### src/sv/sorted_insertion_buffer_macros.svh
// Assertion macros shared by the sorted insertion buffer RTL.
// No dependencies; included by sorted_insertion_buffer, the module that carries assertions.
`ifndef SORTED_INSERTION_BUFFER_MACROS_SVH
`define SORTED_INSERTION_BUFFER_MACROS_SVH

// Same-cycle implication, disabled while reset is held.
`define SIB_ASSERT_NOW(label, clk, rst_n, ante, cons, msg) \
    label: assert property (@(posedge clk) disable iff (!rst_n) (ante) |-> (cons)) \
        else $error(msg);

// Next-cycle implication, disabled while reset is held.
`define SIB_ASSERT_NEXT(label, clk, rst_n, ante, cons, msg) \
    label: assert property (@(posedge clk) disable iff (!rst_n) (ante) |=> (cons)) \
        else $error(msg);

`endif

### src/sv/sib_pkg.sv
// Shared types and codes of the sorted insertion buffer.
// No dependencies; imported by sib_cell, sorted_insertion_buffer and the testbench.
package sib_pkg;

    localparam int unsigned DataWidth = 32;

    typedef logic signed [DataWidth-1:0] t_data;

    typedef enum logic [1:0] {
        KIND_DONE  = 2'd0,
        KIND_FULL  = 2'd1,
        KIND_ELEM  = 2'd2,
        KIND_EMPTY = 2'd3
    } t_kind;

    typedef enum logic {
        MODE_INSERT = 1'b0,
        MODE_READ   = 1'b1
    } t_mode;

    typedef enum logic [1:0] {
        ST_IDLE = 2'b01,
        ST_READ = 2'b10
    } t_state;

    // Control broadcast to every cell of the chain.
    typedef struct packed {
        logic ins;   // insert the broadcast value this cycle
        logic rot;   // rotate the occupied entries down by one place
    } t_cell_ctl;

endpackage

### src/sv/sorted_insertion_buffer.sv
// Sorted insertion buffer: a chain of compare-and-shift cells holding signed
// values in ascending order. Depends on sib_pkg, sib_cell and the macro header.
//
// Usage:
// The input channel (i_valid / o_ready) carries an item with i_mode and
// i_value. Mode insert places the value ahead of the first stored value
// that is greater than or equal to it and returns one status item: done,
// or full when the store already holds CAPACITY values (store unchanged).
// Mode read streams every stored value in ascending order, one item per
// cycle, with o_last on the final one; an empty store gives one empty item.
// The output channel (o_valid / i_ready) is a single output register.
// The first result shows in the cycle after acceptance. Inserts sustain one
// item per cycle while the receiver keeps up, since every cell compares with
// the broadcast value and shifts in the same cycle. A read holds the block
// until every stored value is out, the chain rotating one place per emitted
// value; the input is not ready during that time. When the receiver stalls
// the output register holds its item and the chain pauses with it.
// Reset (synchronous, active low) empties the store and clears the output
// valid; cell contents are not cleared and are never read before written.
`include "sorted_insertion_buffer_macros.svh"

module sorted_insertion_buffer
    import sib_pkg::*;
#(
    parameter int unsigned CAPACITY = 16
) (
    input  logic               i_clk,
    input  logic               i_rst_n,
    input  logic               i_valid,
    output logic               o_ready,
    input  logic               i_mode,
    input  logic signed [31:0] i_value,
    output logic               o_valid,
    input  logic               i_ready,
    output logic        [1:0]  o_kind,
    output logic signed [31:0] o_item,
    output logic               o_last
);

    localparam int unsigned CW = $clog2(CAPACITY + 1);

    t_state          r_state;
    t_state          n_state;
    logic   [CW-1:0] r_count;
    logic   [CW-1:0] n_count;
    logic   [CW-1:0] r_rd;      // places already emitted during a read
    logic   [CW-1:0] n_rd;
    logic            r_out_valid;
    logic            n_out_valid;
    t_kind           r_kind;
    t_kind           n_kind;
    t_data           r_item;
    t_data           n_item;
    logic            r_last;
    logic            n_last;

    t_data           w_value [CAPACITY];
    logic            w_lt    [CAPACITY];
    t_cell_ctl       w_ctl;

    logic            out_load;
    logic            in_acc;
    logic            full;
    logic            rd_start;
    logic            rd_step;
    logic            rd_done;
    logic   [CW-1:0] top_idx;

    // The output register takes a new item whenever it is empty or drained.
    assign out_load = !r_out_valid || i_ready;
    assign o_ready  = (r_state == ST_IDLE) && out_load;
    assign in_acc   = i_valid && o_ready;
    assign full     = (r_count == CW'(CAPACITY));
    assign top_idx  = r_count - CW'(1);

    assign w_ctl.ins = in_acc && (i_mode == MODE_INSERT) && !full;
    assign rd_start  = in_acc && (i_mode == MODE_READ) && (r_count != '0);
    assign rd_step   = (r_state == ST_READ) && out_load;
    assign rd_done   = (r_rd == top_idx);
    assign w_ctl.rot = rd_start || rd_step;

    // The chain: each cell sees its lower neighbor for an insert shift and
    // its upper neighbor for a read rotation. The topmost occupied cell takes
    // the bottom value, so rotating once per stored value restores the order.
    for (genvar g = 0; g < CAPACITY; g++) begin : g_cell
        t_data rot_src;
        t_data prev_value;
        logic  prev_lt;

        if (g == 0) begin : g_first
            assign prev_value = i_value;
            assign prev_lt    = 1'b1;
        end else begin : g_rest
            assign prev_value = w_value[g-1];
            assign prev_lt    = w_lt[g-1];
        end

        if (g == CAPACITY - 1) begin : g_top
            assign rot_src = w_value[0];
        end else begin : g_mid
            assign rot_src = (CW'(g) == top_idx) ? w_value[0] : w_value[g+1];
        end

        sib_cell u_cell (
            .i_clk        (i_clk),
            .i_ctl        (w_ctl),
            .i_occ        (r_count > CW'(g)),
            .i_ins_value  (i_value),
            .i_prev_value (prev_value),
            .i_prev_lt    (prev_lt),
            .i_rot_value  (rot_src),
            .o_value      (w_value[g]),
            .o_lt         (w_lt[g])
        );
    end

    always_comb begin
        n_state     = r_state;
        n_count     = r_count;
        n_rd        = r_rd;
        n_out_valid = r_out_valid;
        n_kind      = r_kind;
        n_item      = r_item;
        n_last      = r_last;

        if (in_acc) begin
            n_out_valid = 1'b1;
            n_last      = 1'b1;
            n_item      = '0;
            if (i_mode == MODE_INSERT) begin
                if (full) begin
                    n_kind = KIND_FULL;
                end else begin
                    n_kind  = KIND_DONE;
                    n_count = r_count + CW'(1);
                end
            end else if (r_count == '0) begin
                n_kind = KIND_EMPTY;
            end else begin
                n_kind = KIND_ELEM;
                n_item = w_value[0];
                n_last = (r_count == CW'(1));
                if (r_count != CW'(1)) begin
                    n_state = ST_READ;
                    n_rd    = CW'(1);
                end
            end
        end else if (rd_step) begin
            n_out_valid = 1'b1;
            n_kind      = KIND_ELEM;
            n_item      = w_value[0];
            n_last      = rd_done;
            if (rd_done) begin
                n_state = ST_IDLE;
            end else begin
                n_rd = r_rd + CW'(1);
            end
        end else if (i_ready) begin
            n_out_valid = 1'b0;
        end
    end

    always_ff @(posedge i_clk) begin
        if (!i_rst_n) begin
            r_state     <= ST_IDLE;
            r_count     <= '0;
            r_rd        <= '0;
            r_out_valid <= 1'b0;
        end else begin
            r_state     <= n_state;
            r_count     <= n_count;
            r_rd        <= n_rd;
            r_out_valid <= n_out_valid;
        end
    end

    always_ff @(posedge i_clk) begin
        r_kind <= n_kind;
        r_item <= n_item;
        r_last <= n_last;
    end

    assign o_valid = r_out_valid;
    assign o_kind  = r_kind;
    assign o_item  = r_item;
    assign o_last  = r_last;

    `SIB_ASSERT_NOW(a_count_bound, i_clk, i_rst_n, 1'b1, r_count <= CW'(CAPACITY), "count above capacity")
    `SIB_ASSERT_NEXT(a_insert_count, i_clk, i_rst_n, w_ctl.ins, r_count == $past(r_count) + CW'(1), "insert did not bump count")
    `SIB_ASSERT_NOW(a_read_blocks, i_clk, i_rst_n, r_state == ST_READ, !o_ready, "input ready during read")
    `SIB_ASSERT_NOW(a_read_ptr, i_clk, i_rst_n, r_state == ST_READ, (r_rd != '0) && (r_rd < r_count), "read position out of range")

endmodule

### src/sv/sib_cell.sv
// One storage cell of the sorted chain: holds one value, compares it with
// the broadcast insert value and shifts or rotates with its neighbors. Uses sib_pkg.
module sib_cell
    import sib_pkg::*;
(
    input  logic      i_clk,
    input  t_cell_ctl i_ctl,
    input  logic      i_occ,        // this place holds a stored value
    input  t_data     i_ins_value,  // value being inserted
    input  t_data     i_prev_value, // value of the lower neighbor
    input  logic      i_prev_lt,    // lower neighbor stays in place
    input  t_data     i_rot_value,  // value that moves in on a rotation
    output t_data     o_value,
    output logic      o_lt
);

    t_data r_value;
    t_data n_value;

    // Stored value strictly below the new one keeps its place.
    assign o_lt    = i_occ && (r_value < i_ins_value);
    assign o_value = r_value;

    always_comb begin
        n_value = r_value;
        if (i_ctl.ins) begin
            if (o_lt) begin
                n_value = r_value;
            end else if (i_prev_lt) begin
                n_value = i_ins_value;
            end else begin
                n_value = i_prev_value;
            end
        end else if (i_ctl.rot) begin
            n_value = i_rot_value;
        end
    end

    always_ff @(posedge i_clk) begin
        r_value <= n_value;
    end

endmodule

### config.mk
export PLATFORM = sky130hd
export DESIGN_NAME = sorted_insertion_buffer
export DESIGN_NICKNAME = d
export VERILOG_FILES = /design/src/sv/sib_pkg.sv /design/src/sv/sorted_insertion_buffer.sv /design/src/sv/sib_cell.sv
export VERILOG_INCLUDE_DIRS = /design/src /design/src/sv
export SDC_FILE = /design/constraint.sdc
export NUM_CORES = 2
export LEC_CHECK = 0
export ABC_AREA = 1
export BUFFER_PORTS_ARGS = -buffer_cell sky130_fd_sc_hd__clkbuf_2
export CORE_AREA = 2 2 266 268
export DETAILED_ROUTE_END_ITERATION = 8
export DIE_AREA = 0 0 268 270
export PLACE_DENSITY = 0.82
export SLEW_MARGIN = 40
export SYNTH_ARGS = -nofsm -noshare
export SYNTH_HDL_FRONTEND = slang
export SYNTH_SLANG_ARGS = --single-unit
### constraint.sdc
create_clock -name i_clk -period 5.33 [get_ports i_clk]
set_clock_uncertainty 0.2 [all_clocks]
set_input_delay 1.066 -clock i_clk [delete_from_list [all_inputs] [get_ports i_clk]]
set_output_delay 1.066 -clock i_clk [all_outputs]
set_load 0.005 [all_outputs]
==> run_results.csv <==
group,metric,value,unit
outcome,run_status,"complete, no violations",
clock_network,clkTransAtPathRegs,0.06,ns
cells_and_area,area_added_between_synthesis_and_finish,7.39,%
critical_path,timing.critical_path.from_type,"primary input",
clock_network,cts_tree,"built",
route,detail_route.first_pass.iterations,9,
die,fp-row-count,97,
critical_path,critical_path_data_required_time,5.45,ns
synth,yosys.area_share.adder,14.1,%
die,floorplan.core_area,69500,um2
timing,rsz0062_at_grt,"no",
power,power.ir.vdd_worst,0.000303,V
synth,combinational_family_with_the_most_area_after_synthesis,"simple AND/OR/NAND/NOR gates",
synth,synth_cell_types,38,
synth,synth_simple_gate_area_share,24.9,%
min_path,hold_path.startpoint,"r_state[1]",
global_routing,grt_pass1_wl,245000,um
clock_network,clock_path_buffers,3,
die,floorplan.initialDensity,64.5,%
synth,synth.cell_area,44800,um2
power,pwr_density_cell,336,nW/um2
synth,ys_warn_count,0,
timing,final.setup.worst_slack,0.943,ns
placed_design,globalplace.congestion,1.00,
synth,synth_seq_area_share,37.2,%
synth,synth_area_in_compound_gates,14.3,%
clock_network,cts_repair_resize_count,0,
timing,final-setup-viol-count,0,
placed_design,pre_cts_slack,0.555,ns
die,dieArea,72400,um2
critical_path,max_fo_critical_path,19,
flow_run,maxCapViolCount,0,
synth,yosys.area.top_type_share,36.6,%
clock_network,cts.sinks,560,
placed_design,dp_hpwl,113000,um
route,wl_per_cell,23.2,um
timing,worst_slew_pin_slew,0.971,ns
synth,synthesized_area_fraction_occupied_by_xor_and_xnor_cells,0.117,%
global_routing,grt_pass1_vias,42295,
cells_and_area,share_of_post_route_cells_with_drive_strength_above_1,6.16,%
critical_path,timing.reg2reg.worst_path_depth,12,
timing,maxSlewViolCount,0,
clock_network,htree_num_levels,3,
timing,final.min_clock_period,4.39,ns
synth,postSynthRegisterBits,560,
synth,synth.area.top_cells,"sky130_fd_sc_hd__edfxtp_1 (37%), sky130_fd_sc_hd__nand2_1 (21%), sky130_fd_sc_hd__ha_1 (14%)",
critical_path,r2r_start,"g_cell[0].u_cell.o_value[11]",
global_routing,globalRouteTotalUtil,45.2,%
route,post-route-drc-count,0,
die,die_height,270,um
clock_network,cts_hold_buf,0,
cells_and_area,num-fill-cells,5832,
critical_path,path_type_of_the_worst_setup_path,"in -> reg",
placed_design,io_buffers,73,
die,fp.dieW,268,um
timing,hold_viol,0,
timing,finalCritPeriodShare,82.3,%
global_routing,grt_max_degree,69,
cells_and_area,num-nets-final,6697,
synth,synthesis.instances,6188,
route,routed_via_density,6.26,
timing,max_clock_freq,228,MHz
clock_network,cts_setup_buffers,0,
synth,syn_area_per_cell,7.25,um2
cells_and_area,utilization,69.3,%
timing,max_slew_margin,34.8,%
timing,setup_total_negative_slack,0,ns
critical_path,timing.critical_path.to_type,"flip-flop",
power,power.static_leakage,0.0258,uW
route,ant_nets_after_route,0,
route,drt_iter0_markers,6628,
clock_network,cts_root_buffer,"sky130_fd_sc_hd__clkbuf_16",
min_path,worstHoldPathType,"reg -> reg",
critical_path,worst-endpoint-arrival,4.51,ns
global_routing,grt_antenna_before_repair,9,
synth,synth.area.mux_share,0,%
min_path,worstHoldPathCells,2,
critical_path,crit_path_start,"i_value[31]",
global_routing,gr-total-overflow,0,
route,wirelength,166000,um
die,design.portCount,74,
synth,synth_fp_nets,6729,
clock_network,clock_insertion_delay_worst_skew,0.64,ns
route,routed-via-count,44721,
clock_network,cts-buffers-inserted,68,
synth,yosysTopAreaCell,"sky130_fd_sc_hd__edfxtp_1",
==> area by class of cell <==
type / instances / area, um2 / share of cell area, %
clock inverter: 35 / 244 / 0.507
antenna: 3 / 7.51 / 0.0156
tap: 940 / 1180 / 2.44
timing repair buffer: 207 / 1600 / 3.33
inverter: 681 / 2570 / 5.34
multi-input combinational: 4638 / 24000 / 49.9
sequential: 560 / 16700 / 34.6
clock buffer: 85 / 1830 / 3.80
==> flip-flops by register name, summed over array words and instances, names as in the netlist <==
signal	flops
g_cell.u_cell.o_value	512
o_item	32
o_kind	2
o_last	1
o_valid	1
r_count	5
r_rd	5
r_state	2
==> synthesized netlist by cell type <==
cell type	instances
sky130_fd_sc_hd__nand4_2	1
sky130_fd_sc_hd__a21oi_1	668
sky130_fd_sc_hd__nand4_1	25
sky130_fd_sc_hd__buf_2	150
sky130_fd_sc_hd__nand3b_1	5
sky130_fd_sc_hd__nand3_1	72
sky130_fd_sc_hd__nor3_1	30
sky130_fd_sc_hd__nand3_2	12
sky130_fd_sc_hd__nor3b_1	1
sky130_fd_sc_hd__ha_1	504
sky130_fd_sc_hd__inv_2	20
sky130_fd_sc_hd__nor2_2	8
sky130_fd_sc_hd__nor2_4	1
sky130_fd_sc_hd__dfxtp_1	13
sky130_fd_sc_hd__clkbuf_1	101
sky130_fd_sc_hd__a31oi_1	6
sky130_fd_sc_hd__a41oi_1	1
sky130_fd_sc_hd__buf_4	31
sky130_fd_sc_hd__o21ai_0	399
sky130_fd_sc_hd__o21ai_1	125
sky130_fd_sc_hd__edfxtp_1	547
sky130_fd_sc_hd__buf_1	1
sky130_fd_sc_hd__o21a_1	12
sky130_fd_sc_hd__nand2_1	2522
sky130_fd_sc_hd__xor2_1	5
sky130_fd_sc_hd__nor3_2	1
sky130_fd_sc_hd__xnor2_1	1
sky130_fd_sc_hd__nand2_4	1
sky130_fd_sc_hd__o211ai_1	37
sky130_fd_sc_hd__or2_1	1
sky130_fd_sc_hd__o31ai_1	2
sky130_fd_sc_hd__and3_1	2
sky130_fd_sc_hd__buf_6	26
sky130_fd_sc_hd__nor4_1	1
sky130_fd_sc_hd__nor2_1	180
sky130_fd_sc_hd__a211oi_1	3
sky130_fd_sc_hd__inv_1	661
sky130_fd_sc_hd__nand2_2	12
==> cells by family (layout without fill, tap and decap cells) <==
family	Yosys count	after routing
AOI/OAI and AO/OA	1253	1253
xor gates and xnor gates	6	6
adders and majority gates	504	504
buffers and inverters	990	1008
DFF	560	560
other	0	3
and+or+nand+nor	2875	2875
==> path summary, 6_finish.rpt <==
path                                                       to  slack, ns
worst max-delay path            g_cell[15].u_cell.o_value[27]       0.94
worst min-delay path                               r_state[1]       0.29
worst max register to register    g_cell[0].u_cell.o_value[5]       1.45
worst min register to register                     r_state[1]       0.29
==> where the power goes <==
group          switching, uW  total, uW  internal, uW
Sequential               500       6290          5780
Combinational           3680       5360          1680
Clock                   2020       4560          2530
Total                   6210      16200          9990
==> through the flow <==
step / power [uW] / cell area [um2] / instances / hold WS [ns]
floorplan: 9620 / 44800 / 6188 / 0.263
global placement: 11200 / 46000 / 7025 / 0.274
detailed placement: 11400 / 46100 / 7026 / 0.280
CTS: 15900 / 48100 / 7146 / 0.289
global route: 16900 / 48200 / 7148 / 0.336
finish: 16200 / 48200 / 7149 / 0.287
==> placed cells by master (no fill, tap or decap), types with 25 or more instances in the layout <==
master and instances:
sky130_fd_sc_hd__nand4_1 25, sky130_fd_sc_hd__nor2_1 180, sky130_fd_sc_hd__o211ai_1 37, sky130_fd_sc_hd__nand3_1 69, sky130_fd_sc_hd__o21ai_0 397, sky130_fd_sc_hd__nand2_1 2501
sky130_fd_sc_hd__clkbuf_2 73, sky130_fd_sc_hd__edfxtp_1 547, sky130_fd_sc_hd__o21ai_1 126, sky130_fd_sc_hd__clkbuf_16 71, sky130_fd_sc_hd__nand2_2 33, sky130_fd_sc_hd__buf_4 116
sky130_fd_sc_hd__inv_1 660, sky130_fd_sc_hd__a21oi_1 667, sky130_fd_sc_hd__ha_1 504, sky130_fd_sc_hd__nor3_1 29
==> worst max-delay path: stages <==
cell	delay, ns
sky130_fd_sc_hd__clkbuf_2	0.10
sky130_fd_sc_hd__inv_1	0.29
sky130_fd_sc_hd__buf_4	0.31
sky130_fd_sc_hd__ha_1	0.36
sky130_fd_sc_hd__nand2_1	0.11
sky130_fd_sc_hd__nor2_1	0.17
sky130_fd_sc_hd__nand4_1	0.35
sky130_fd_sc_hd__nor4_1	0.48
sky130_fd_sc_hd__nand2_1	0.13
sky130_fd_sc_hd__nand2_1	0.08
sky130_fd_sc_hd__nand2_1	0.05
sky130_fd_sc_hd__nand3_1	0.07
sky130_fd_sc_hd__nand2_1	0.06
sky130_fd_sc_hd__nand2_2	0.56
sky130_fd_sc_hd__buf_4	0.30
==> layer usage <==
layer  vias to the layer above  track usage, %  wire length (um)
met2                      3483            66.5             68300
met4                        10            35.0             15500
met5                         -               0               165
met3                       874            13.8             25300
li1                      20243               -                 -
met1                     20111            55.1             56600
No activity file was read; power rests on OpenSTA's default activity.
